**src/rtl/core/jsu_pkg.sv**
```systemverilog
// Shared types, codes and helpers of the JSON string unescape unit.
// Used by the decoder, the result buffer and the top level; no dependencies.
package jsu_pkg;

	// result kinds
	localparam logic [1:0] KIND_DATA  = 2'd0;
	localparam logic [1:0] KIND_CLOSE = 2'd1;
	localparam logic [1:0] KIND_ERROR = 2'd2;

	// error codes
	localparam logic [2:0] ERR_NONE          = 3'd0;
	localparam logic [2:0] ERR_NO_OPEN       = 3'd1;
	localparam logic [2:0] ERR_BAD_ESCAPE    = 3'd2;
	localparam logic [2:0] ERR_BAD_HEX       = 3'd3;
	localparam logic [2:0] ERR_UNPAIRED_HIGH = 3'd4;
	localparam logic [2:0] ERR_BAD_LOW       = 3'd5;
	localparam logic [2:0] ERR_UNPAIRED_LOW  = 3'd6;
	localparam logic [2:0] ERR_EARLY_END     = 3'd7;

	localparam int unsigned MAX_RESULTS = 4;

	// all results caused by one input byte; bytes[0] goes out first
	typedef struct packed {
		logic [2:0]                   cnt;
		logic [MAX_RESULTS-1:0][7:0]  bytes;
		logic [1:0]                   kind;
		logic [2:0]                   err;
	} grp_t;

	// hex digit: {valid, value}
	function automatic logic [4:0] hex_nibble(input logic [7:0] c);
		logic [4:0] r;
		r = 5'd0;
		case (c) inside
			[8'h30:8'h39]: r = {1'b1, c[3:0]};
			[8'h41:8'h46],
			[8'h61:8'h66]: r = {1'b1, c[3:0] + 4'd9};
			default:       r = 5'd0;
		endcase
		return r;
	endfunction

	// encode one code point as one to four UTF-8 bytes
	function automatic grp_t utf8_group(input logic [20:0] cp);
		grp_t g;
		g      = '0;
		g.kind = KIND_DATA;
		g.err  = ERR_NONE;
		if (cp < 21'h80) begin
			g.cnt      = 3'd1;
			g.bytes[0] = {1'b0, cp[6:0]};
		end else if (cp < 21'h800) begin
			g.cnt      = 3'd2;
			g.bytes[0] = {3'b110, cp[10:6]};
			g.bytes[1] = {2'b10, cp[5:0]};
		end else if (cp < 21'h10000) begin
			g.cnt      = 3'd3;
			g.bytes[0] = {4'b1110, cp[15:12]};
			g.bytes[1] = {2'b10, cp[11:6]};
			g.bytes[2] = {2'b10, cp[5:0]};
		end else begin
			g.cnt      = 3'd4;
			g.bytes[0] = {5'b11110, cp[20:18]};
			g.bytes[1] = {2'b10, cp[17:12]};
			g.bytes[2] = {2'b10, cp[11:6]};
			g.bytes[3] = {2'b10, cp[5:0]};
		end
		return g;
	endfunction

endpackage

```
**src/rtl/core/jsu_in_if.sv**
```systemverilog
// Input channel of the JSON string unescape unit: one raw text byte per beat.
// No dependencies.
interface jsu_in_if;
	logic       valid;
	logic       ready;
	logic [7:0] in_byte;
	logic       text_ended;

	modport source (output valid, output in_byte, output text_ended, input ready);
	modport sink   (input valid, input in_byte, input text_ended, output ready);
endinterface

```
**src/rtl/core/jsu_out_if.sv**
```systemverilog
// Output channel of the JSON string unescape unit: one decoded result per beat.
// No dependencies.
interface jsu_out_if;
	logic       valid;
	logic       ready;
	logic [7:0] out_byte;
	logic [1:0] kind;
	logic [2:0] error_code;
	logic       last;

	modport source (output valid, output out_byte, output kind, output error_code,
		output last, input ready);
	modport sink   (input valid, input out_byte, input kind, input error_code,
		input last, output ready);
endinterface

```
**src/rtl/core/json_string_unescape_unit.sv**
```systemverilog
// Top level of the JSON string unescape unit: input register, escape decoder
// and result buffer. Depends on jsu_pkg, jsu_in_if, jsu_out_if and the submodules.
//
// Usage:
//   rx carries raw bytes of a JSON string token, opening quote first; a beat
//   with text_ended set marks the end of the text and its byte is ignored.
//   tx carries results: decoded data bytes (kind 0), a close marker on the
//   closing quote (kind 1) or a numbered error (kind 2). last marks the final
//   result caused by one input byte. After an error the unit waits for a new
//   opening quote.
//   A byte taken on rx passes the input register and the result register to tx.
//   Throughput: one byte per cycle while each byte gives at most one result and
//   tx is ready; a byte that gives several results (a \u escape ends in up to
//   four UTF-8 bytes) holds the output while the single result buffer sends
//   them one beat per cycle. Bytes that give no result pass without waiting.
//   When tx stalls, the held result stays put; bytes giving no result still pass,
//   the next byte with results waits in the input register and rx.ready drops.
//   Reset (arst_n low) empties both registers and returns the parser to
//   waiting for an opening quote.
module json_string_unescape_unit (
	input  logic   clk,
	input  logic   arst_n,
	jsu_in_if.sink     rx,
	jsu_out_if.source  tx
);
	import jsu_pkg::*;

	logic       valid_s1;
	logic [7:0] byte_s1;
	logic       ended_s1;
	grp_t       grp;
	logic       can_load;
	logic       advance;
	logic       load;

	// the registered byte moves on once its results fit in the buffer
	assign advance  = valid_s1 && ((grp.cnt == 3'd0) || can_load);
	assign load     = valid_s1 && (grp.cnt != 3'd0) && can_load;
	assign rx.ready = !valid_s1 || advance;

	// input register
	always_ff @(posedge clk or negedge arst_n) begin
		if (!arst_n) begin
			valid_s1 <= 1'b0;
		end else if (rx.ready) begin
			valid_s1 <= rx.valid;
		end
	end

	always_ff @(posedge clk) begin
		if (rx.ready && rx.valid) begin
			byte_s1  <= rx.in_byte;
			ended_s1 <= rx.text_ended;
		end
	end

	jsu_decoder u_decoder (
		.clk     (clk),
		.arst_n  (arst_n),
		.c       (byte_s1),
		.ended   (ended_s1),
		.advance (advance),
		.grp     (grp)
	);

	jsu_result_buf u_result_buf (
		.clk      (clk),
		.arst_n   (arst_n),
		.load     (load),
		.grp      (grp),
		.can_load (can_load),
		.tx       (tx)
	);

endmodule

```
**src/rtl/core/jsu_decoder.sv**
```systemverilog
// Escape decoder: holds the string parse state and turns one registered byte
// into a group of up to four results. Depends on jsu_pkg.
module jsu_decoder (
	input  logic           clk,
	input  logic           arst_n,
	input  logic [7:0]     c,
	input  logic           ended,
	input  logic           advance,
	output jsu_pkg::grp_t  grp
);
	import jsu_pkg::*;

	typedef enum logic [2:0] {
		PH_IDLE    = 3'd0,
		PH_BODY    = 3'd1,
		PH_ESC     = 3'd2,
		PH_HEX     = 3'd3,
		PH_WANT_BS = 3'd4,
		PH_WANT_U  = 3'd5,
		PH_LOW     = 3'd6
	} phase_t;

	localparam logic [7:0] CH_QUOTE = 8'h22;
	localparam logic [7:0] CH_BSL   = 8'h5C;
	localparam logic [7:0] CH_SLASH = 8'h2F;
	localparam logic [7:0] CH_B     = 8'h62;
	localparam logic [7:0] CH_F     = 8'h66;
	localparam logic [7:0] CH_N     = 8'h6E;
	localparam logic [7:0] CH_R     = 8'h72;
	localparam logic [7:0] CH_T     = 8'h74;
	localparam logic [7:0] CH_U     = 8'h75;

	phase_t      phase_q, phase_d;
	logic [1:0]  digit_q, digit_d;
	logic [15:0] high_q, high_d;
	logic [15:0] unit_q, unit_d;
	logic [4:0]  hex;
	logic [15:0] new_unit;
	logic [20:0] pair_cp;
	logic        fail;
	logic [2:0]  fail_code;

	assign hex      = hex_nibble(c);
	assign new_unit = {unit_q[11:0], hex[3:0]};
	assign pair_cp  = 21'h10000 + {1'b0, high_q[9:0], new_unit[9:0]};

	// next state and result group for the current byte
	always_comb begin
		phase_d   = phase_q;
		digit_d   = digit_q;
		high_d    = high_q;
		unit_d    = unit_q;
		fail      = 1'b0;
		fail_code = ERR_NONE;
		grp       = '0;
		grp.kind  = KIND_DATA;
		grp.err   = ERR_NONE;
		if (ended) begin
			if (phase_q != PH_IDLE) begin
				fail      = 1'b1;
				fail_code = ERR_EARLY_END;
			end
		end else begin
			case (phase_q)
				PH_IDLE: begin
					if (c != CH_QUOTE) begin
						fail      = 1'b1;
						fail_code = ERR_NO_OPEN;
					end else begin
						phase_d = PH_BODY;
					end
				end
				PH_BODY: begin
					if (c == CH_QUOTE) begin
						phase_d  = PH_IDLE;
						grp.cnt  = 3'd1;
						grp.kind = KIND_CLOSE;
					end else if (c == CH_BSL) begin
						phase_d = PH_ESC;
					end else begin
						grp.cnt      = 3'd1;
						grp.bytes[0] = c;
					end
				end
				PH_ESC: begin
					phase_d = PH_BODY;
					grp.cnt = 3'd1;
					case (c)
						CH_QUOTE: grp.bytes[0] = CH_QUOTE;
						CH_BSL:   grp.bytes[0] = CH_BSL;
						CH_SLASH: grp.bytes[0] = CH_SLASH;
						CH_B:     grp.bytes[0] = 8'h08;
						CH_F:     grp.bytes[0] = 8'h0C;
						CH_N:     grp.bytes[0] = 8'h0A;
						CH_R:     grp.bytes[0] = 8'h0D;
						CH_T:     grp.bytes[0] = 8'h09;
						CH_U: begin
							grp.cnt = 3'd0;
							phase_d = PH_HEX;
							digit_d = 2'd0;
							unit_d  = 16'd0;
						end
						default: begin
							fail      = 1'b1;
							fail_code = ERR_BAD_ESCAPE;
						end
					endcase
				end
				PH_HEX, PH_LOW: begin
					if (!hex[4]) begin
						fail      = 1'b1;
						fail_code = ERR_BAD_HEX;
					end else begin
						unit_d = new_unit;
						if (digit_q != 2'd3) begin
							digit_d = digit_q + 2'd1;
						end else begin
							digit_d = 2'd0;
							if (phase_q == PH_HEX) begin
								if (new_unit inside {[16'hD800:16'hDBFF]}) begin
									high_d  = new_unit;
									phase_d = PH_WANT_BS;
								end else if (new_unit inside {[16'hDC00:16'hDFFF]}) begin
									fail      = 1'b1;
									fail_code = ERR_UNPAIRED_LOW;
								end else begin
									phase_d = PH_BODY;
									grp     = utf8_group({5'd0, new_unit});
								end
							end else begin
								if (!(new_unit inside {[16'hDC00:16'hDFFF]})) begin
									fail      = 1'b1;
									fail_code = ERR_BAD_LOW;
								end else begin
									phase_d = PH_BODY;
									grp     = utf8_group(pair_cp);
								end
							end
						end
					end
				end
				PH_WANT_BS: begin
					if (c != CH_BSL) begin
						fail      = 1'b1;
						fail_code = ERR_UNPAIRED_HIGH;
					end else begin
						phase_d = PH_WANT_U;
					end
				end
				PH_WANT_U: begin
					if (c != CH_U) begin
						fail      = 1'b1;
						fail_code = ERR_UNPAIRED_HIGH;
					end else begin
						phase_d = PH_LOW;
						digit_d = 2'd0;
						unit_d  = 16'd0;
					end
				end
				default: begin
					fail      = 1'b1;
					fail_code = ERR_EARLY_END;
				end
			endcase
		end
		// any error: single error result, drop back to waiting
		if (fail) begin
			phase_d  = PH_IDLE;
			digit_d  = 2'd0;
			high_d   = 16'd0;
			unit_d   = 16'd0;
			grp      = '0;
			grp.cnt  = 3'd1;
			grp.kind = KIND_ERROR;
			grp.err  = fail_code;
		end
	end

	// advance parse state when the byte's results are handed on
	always_ff @(posedge clk or negedge arst_n) begin
		if (!arst_n) begin
			phase_q <= PH_IDLE;
			digit_q <= 2'd0;
			high_q  <= 16'd0;
			unit_q  <= 16'd0;
		end else if (advance) begin
			phase_q <= phase_d;
			digit_q <= digit_d;
			high_q  <= high_d;
			unit_q  <= unit_d;
		end
	end

endmodule

```
**src/rtl/core/jsu_result_buf.sv**
```systemverilog
// Result register: holds one group of up to four results and sends them one
// beat at a time, taking the next group as the last beat leaves. Depends on jsu_pkg.
module jsu_result_buf (
	input  logic           clk,
	input  logic           arst_n,
	input  logic           load,
	input  jsu_pkg::grp_t  grp,
	output logic           can_load,
	jsu_out_if.source      tx
);
	import jsu_pkg::*;

	logic       valid_q;
	logic [1:0] idx_q;
	grp_t       grp_q;
	logic       at_end;
	logic       fire;

	assign at_end   = ({1'b0, idx_q} == (grp_q.cnt - 3'd1));
	assign fire     = valid_q && tx.ready;
	assign can_load = !valid_q || (tx.ready && at_end);

	// drive the current beat
	assign tx.valid      = valid_q;
	assign tx.out_byte   = grp_q.bytes[idx_q];
	assign tx.kind       = grp_q.kind;
	assign tx.error_code = grp_q.err;
	assign tx.last       = at_end;

	// track position within the held group
	always_ff @(posedge clk or negedge arst_n) begin
		if (!arst_n) begin
			valid_q <= 1'b0;
			idx_q   <= 2'd0;
		end else if (load) begin
			valid_q <= 1'b1;
			idx_q   <= 2'd0;
		end else if (fire) begin
			if (at_end) begin
				valid_q <= 1'b0;
			end else begin
				idx_q <= idx_q + 2'd1;
			end
		end
	end

	// hold group payload
	always_ff @(posedge clk) begin
		if (load) begin
			grp_q <= grp;
		end
	end

endmodule
```
**src/flat_wrapper.sv**
```systemverilog
// flat-port wrapper written by rule: the top's interface ports become plain ports
module json_string_unescape_unit_flat import jsu_pkg::*;
  (clk, arst_n, rx_valid, rx_in_byte, rx_text_ended, rx_ready, tx_valid, tx_out_byte, tx_kind, tx_error_code, tx_last, tx_ready);
  jsu_in_if rx_i ();
  jsu_out_if tx_i ();
  input  logic clk;
  input  logic arst_n;
  input wire logic [$bits(rx_i.valid)-1:0] rx_valid;
  input wire logic [$bits(rx_i.in_byte)-1:0] rx_in_byte;
  input wire logic [$bits(rx_i.text_ended)-1:0] rx_text_ended;
  output wire logic [$bits(rx_i.ready)-1:0] rx_ready;
  output wire logic [$bits(tx_i.valid)-1:0] tx_valid;
  output wire logic [$bits(tx_i.out_byte)-1:0] tx_out_byte;
  output wire logic [$bits(tx_i.kind)-1:0] tx_kind;
  output wire logic [$bits(tx_i.error_code)-1:0] tx_error_code;
  output wire logic [$bits(tx_i.last)-1:0] tx_last;
  input wire logic [$bits(tx_i.ready)-1:0] tx_ready;
  assign rx_i.valid = rx_valid;
  assign rx_i.in_byte = rx_in_byte;
  assign rx_i.text_ended = rx_text_ended;
  assign rx_ready = rx_i.ready;
  assign tx_valid = tx_i.valid;
  assign tx_out_byte = tx_i.out_byte;
  assign tx_kind = tx_i.kind;
  assign tx_error_code = tx_i.error_code;
  assign tx_last = tx_i.last;
  assign tx_i.ready = tx_ready;
  json_string_unescape_unit u_core (.clk(clk), .arst_n(arst_n), .rx(rx_i), .tx(tx_i));
endmodule
```
**config.mk**
```make
export PLATFORM = sky130hd
export DESIGN_NAME = json_string_unescape_unit_flat
export DESIGN_NICKNAME = d
export VERILOG_FILES = /design/src/rtl/core/jsu_pkg.sv /design/src/rtl/core/jsu_in_if.sv /design/src/rtl/core/jsu_out_if.sv /design/src/rtl/core/json_string_unescape_unit.sv /design/src/rtl/core/jsu_decoder.sv /design/src/rtl/core/jsu_result_buf.sv /design/src/flat_wrapper.sv
export SDC_FILE = /design/constraint.sdc
export NUM_CORES = 1
export LEC_CHECK = 0
export ABC_AREA = 1
export BUFFER_PORTS_ARGS = -buffer_cell sky130_fd_sc_hd__buf_2
export CAP_MARGIN = 20
export CORE_ASPECT_RATIO = 1.2
export CORE_MARGIN = 1.5
export CORE_UTILIZATION = 42
export CTS_BUF_LIST = sky130_fd_sc_hd__clkbuf_4 sky130_fd_sc_hd__clkbuf_8 sky130_fd_sc_hd__clkbuf_16
export DETAILED_ROUTE_END_ITERATION = 16
export HOLD_SLACK_MARGIN = 0.12
export MAX_ROUTING_LAYER = met4
export SKIP_CTS_REPAIR_TIMING = 1
export SYNTH_ARGS = -nofsm -noshare
export SYNTH_HDL_FRONTEND = slang
export SYNTH_SLANG_ARGS = --single-unit
```
**constraint.sdc**
```tcl
create_clock -name clk -period 3.5 [get_ports clk]
set_input_delay 0 -clock clk [delete_from_list [all_inputs] [get_ports clk]]
set_output_delay 0 -clock clk [all_outputs]
set_load 0.005 [all_outputs]
```
==> reports/qor_table.md <==
| Item | Value |
| --- | --- |
| Result of the run | finished, final reports clean |
| Data required, critical path | 3.77 ns |
| Insertion delay of the later-clocked pin in the worst-skew pair | 0.35 ns |
| Area growth from synthesis to layout | 14.3% |
| Remaining global-route overflow | 0 |
| Worst clock skew | 0.0102 ns |
| Final net count | 716 |
| Crit-path max FO | 28 |
| WL per Instance | 17.0 um |
| Number of buffers created by CTS | 9 |
| Vias in the first global route | 4311 |
| Relative slew margins | 49.1% |
| Number of core rows | 43 |
| Post-synthesis cell area | 5030 sq um |
| Core outline area | 11600 sq um |
| Min Tclk post-route | 3.05 ns |
| Proportion of layout cells with a drive suffix above 1 | 15.1% |
| Total negative slack for setup checks | 0 ns |
| Global-route wire length before repair | 23100 um |
| Die outline area | 12600 sq um |
| Critical path's largest stage delay | 0.46 ns |
| Clock input transition at the sequential cells of the worst setup and hold paths | 0.07 ns |
| Placed Cells incl. Taps | 830 |
| Number of fill cells | 1198 |
| Setup ws final | 0.450 ns |
| Share of the cycle needed by the critical path after routing | 87.1% |
| Via count of the routed design | 4587 |
| Number of warnings issued by yosys | 0 |
| Async SR Flop Fraction | 40.3% |
| Average vias per placed instance | 5.35 |
| Part of the Yosys area used for sequential elements | 42.9% |
| Critical path data arrival time | 3.32 ns |
| Overall Global Routing Usage | 25.2% |
| Crit Path Category | reg2reg |
| Post-placement worst setup slack | 0.504 ns |
| Top_reg_cell synth | sky130_fd_sc_hd__edfxtp_1 |
| Maximum VDD drop | 0.242 mV |
| Number of synthesized register bits | 77 |
| CTS root buffer | sky130_fd_sc_hd__clkbuf_16 |
| Total count of hold-check failures in the final report | 0 |
| Worst path buffer plus inverter count | 2 |
| Largest net degree at the start of global routing | 34 |
| CP Capture Type | register |
| Antenna viol nets, final | 0 |
| Initial antenna violation count | 0 |
| Final wirelength | 14600 um |
| Number of design-rule violations left by the first detailed-router iteration | 271 |
| Die Height | 123 um |
| Final weighted congestion in routability-driven placement | 0.965 |
| PortBufs | 28 |
| Number of different library cells in the post-synthesis netlist | 48 |
| Hold crit path type | in2async |
| X dimension of the die | 103 um |
| Setup-failing EPs final | 0 |
| Kind of cell adding the most delay to the critical path | simple AND/OR/NAND/NOR gates |
| Clock tree sinks | 77 |
| Leakage | 2.43 nW |
| Final standard cell count with taps included and fillers excluded | 858 |
| Number of pins exceeding their max-slew limit in the final report | 0 |
| Cell at the slowest stage of the critical path | sky130_fd_sc_hd__edfxtp_1 |
| Startpoint of the worst-slack reg-to-reg timing path | u_core.byte_s1[0] |
| Mapped Nets | 674 |
| Transition time of the tightest slew-check pin | 0.763 ns |
| Critical path startpoint | u_core.byte_s1[0] |
| # DRC | 0 |
| Post-Syn Area per Cell | 7.69 sq um |
| Post-synth EDFFs | 46 |
| Most repeated library cell on the critical path | sky130_fd_sc_hd__nand2_1 |
| Number of cells produced by synthesis | 654 |
| Clock tree from TritonCTS | done |
| Starting Density | 43.3% |
| Power density relative to cell area | 610 nW/um^2 |
| I/O Pins | 29 |
| Startpoint kind of the worst setup timing path | register |
| CP Cell Sequence | inv_1 -> ha_1 -> nand2_1 -> nor2_1 -> nand2_2 -> nand2_1 -> nand3_1 -> nor2_2 -> nand3_1 -> nor2_2 -> nand2_4 -> nand2_4 -> buf_4 -> nand2_1 -> nand3_4 -> nand2_1 -> o21ai_2 |
| DPL Wire Length | 11300 um |
| Maximum count of clock buffers along a single path | 2 |
| Highest Clock Rate | 0.328 GHz |
| ANT cells | 0 |
| Max H-tree Level | 3 |
| First-pass iteration count of the detailed router | 5 |
| Unrepaired setup endpoints after global routing | no |
| Number of max-cap violations | 0 |
## metal layers
metal,share of wire [%],routed length (um),global-route usage [%],up-vias
li1,-,-,-,2289
met1,45,6570,33.4,2106
met2,48,7020,39.5,162
met3,4.5,659,4.30,30
met4,2.4,354,7.85,0
met5,0,0,-,-
## metrics by stage
| stage | power, mW | utilization, % | area [sq um] | hold WS [ns] |
|---|---|---|---|---|
| finish | 3.51 | 49.5 | 5750 | 0.260 |
| global route | 3.76 | 49.5 | 5750 | 0.348 |
| CTS | 3.52 | 48.4 | 5630 | -0.245 |
| detailed placement | 2.60 | 46.0 | 5340 | 0.123 |
| global placement | 2.59 | 46.0 | 5340 | 0.117 |
| floorplan | 2.22 | - | 5030 | -0.296 |
## registers in the layout (all words and copies together), names as in the netlist
signal,flops
u_core.u_result_buf.grp_q,32
u_core.u_decoder.high_q,10
u_core.u_decoder.unit_q,12
u_core.byte_s1,8
u_core.u_decoder.phase_q,3
u_core.u_result_buf.tx.error_code,3
u_core.u_result_buf.tx.valid,1
u_core.u_decoder.digit_q,2
u_core.u_result_buf.idx_q,2
u_core.valid_s1,1
u_core.ended_s1,1
u_core.u_result_buf.tx.kind,2
## cells by family (layout without fill, tap and decap cells)
logic type               count (synthesis)  count (layout)  synth area share (%)
AND/OR/NAND/NOR                        315             315                  28.5
flip-flops                              77              77                  42.9
buffers and inverters                  108             155                  9.05
XOR/XNOR                                 4               4                 0.696
AO/OA/AOI/OAI                          143             143                  17.1
adder cells (fa/ha/maj)                  7               7                  1.74
## worst reg2reg max path: cells and delay by family, from the launching register on
kind / cells / cell delay [ns]
AOI/OAI and AO/OA: 1 / 0.07
adders and majority gates: 1 / 0.24
DFF: 1 / 0.46
buffers and inverters: 2 / 0.42
and+or+nand+nor: 13 / 1.77
## path summary, 6_finish.rpt
| kind | endpoint | slack (ns) | cells past startpoint |
|---|---|---|---|
| hold / removal | u_core.u_decoder.unit_q[0] | 0.26 | 2 |
| setup reg to reg | u_core.u_decoder.unit_q[4] | 0.45 | 17 |
| min in group clk | u_core.byte_s1[3] | 0.36 | 2 |
| hold reg to reg | u_core.u_decoder.unit_q[8] | 0.50 | 2 |
| max in group asynchronous | u_core.u_decoder.digit_q[1] | 2.75 | 2 |
| setup / recovery | u_core.u_decoder.unit_q[4] | 0.45 | 17 |
## area by class of cell
cell class	instances	area, sq um	area share, %
Inverter	87	328	5.70
Multi-Input combinational cell	469	2420	42.1
Tap cell	157	196	3.42
Clock buffer	9	225	3.92
Timing Repair Buffer	52	363	6.31
Clock inverter	7	62.6	1.09
Sequential cell	77	2160	37.5
## layout by cell type, fill, tap and decap left out, types with 14 or more instances in the layout
| cell | count |
|---|---|
| sky130_fd_sc_hd__o21ai_2 | 14 |
| sky130_fd_sc_hd__nor2_1 | 83 |
| sky130_fd_sc_hd__inv_1 | 80 |
| sky130_fd_sc_hd__o22ai_1 | 20 |
| sky130_fd_sc_hd__edfxtp_1 | 46 |
| sky130_fd_sc_hd__nand3_1 | 48 |
| sky130_fd_sc_hd__nand2_1 | 140 |
| sky130_fd_sc_hd__a21oi_1 | 28 |
| sky130_fd_sc_hd__buf_2 | 28 |
| sky130_fd_sc_hd__o21ai_0 | 45 |
| sky130_fd_sc_hd__dfrtp_1 | 31 |
## cells in the mapped netlist (6+ instances only)
library cell | number | area (sq um)
sky130_fd_sc_hd__ha_1 | 7 | 87.6
sky130_fd_sc_hd__buf_4 | 6 | 45.0
sky130_fd_sc_hd__nor3_1 | 8 | 40.0
sky130_fd_sc_hd__clkbuf_1 | 8 | 30.0
sky130_fd_sc_hd__o211ai_1 | 6 | 45.0
sky130_fd_sc_hd__o21ai_1 | 11 | 55.1
sky130_fd_sc_hd__dfrtp_1 | 31 | 776
sky130_fd_sc_hd__nand3_1 | 48 | 240
sky130_fd_sc_hd__nor2_2 | 7 | 43.8
sky130_fd_sc_hd__nand2_1 | 140 | 526
sky130_fd_sc_hd__o21ai_0 | 45 | 225
sky130_fd_sc_hd__nor2_1 | 83 | 312
sky130_fd_sc_hd__o22ai_1 | 20 | 125
sky130_fd_sc_hd__a21oi_1 | 28 | 140
sky130_fd_sc_hd__nand2_2 | 9 | 56.3
sky130_fd_sc_hd__o21ai_2 | 14 | 123
sky130_fd_sc_hd__inv_1 | 80 | 300
sky130_fd_sc_hd__edfxtp_1 | 46 | 1380
## power breakdown
group / switching [mW] / internal (mW)
Clock: 0.418 / 0.495
Combinational: 0.909 / 0.410
Sequential: 0.153 / 1.13
Note: power is estimated with default switching activity, not from simulation.
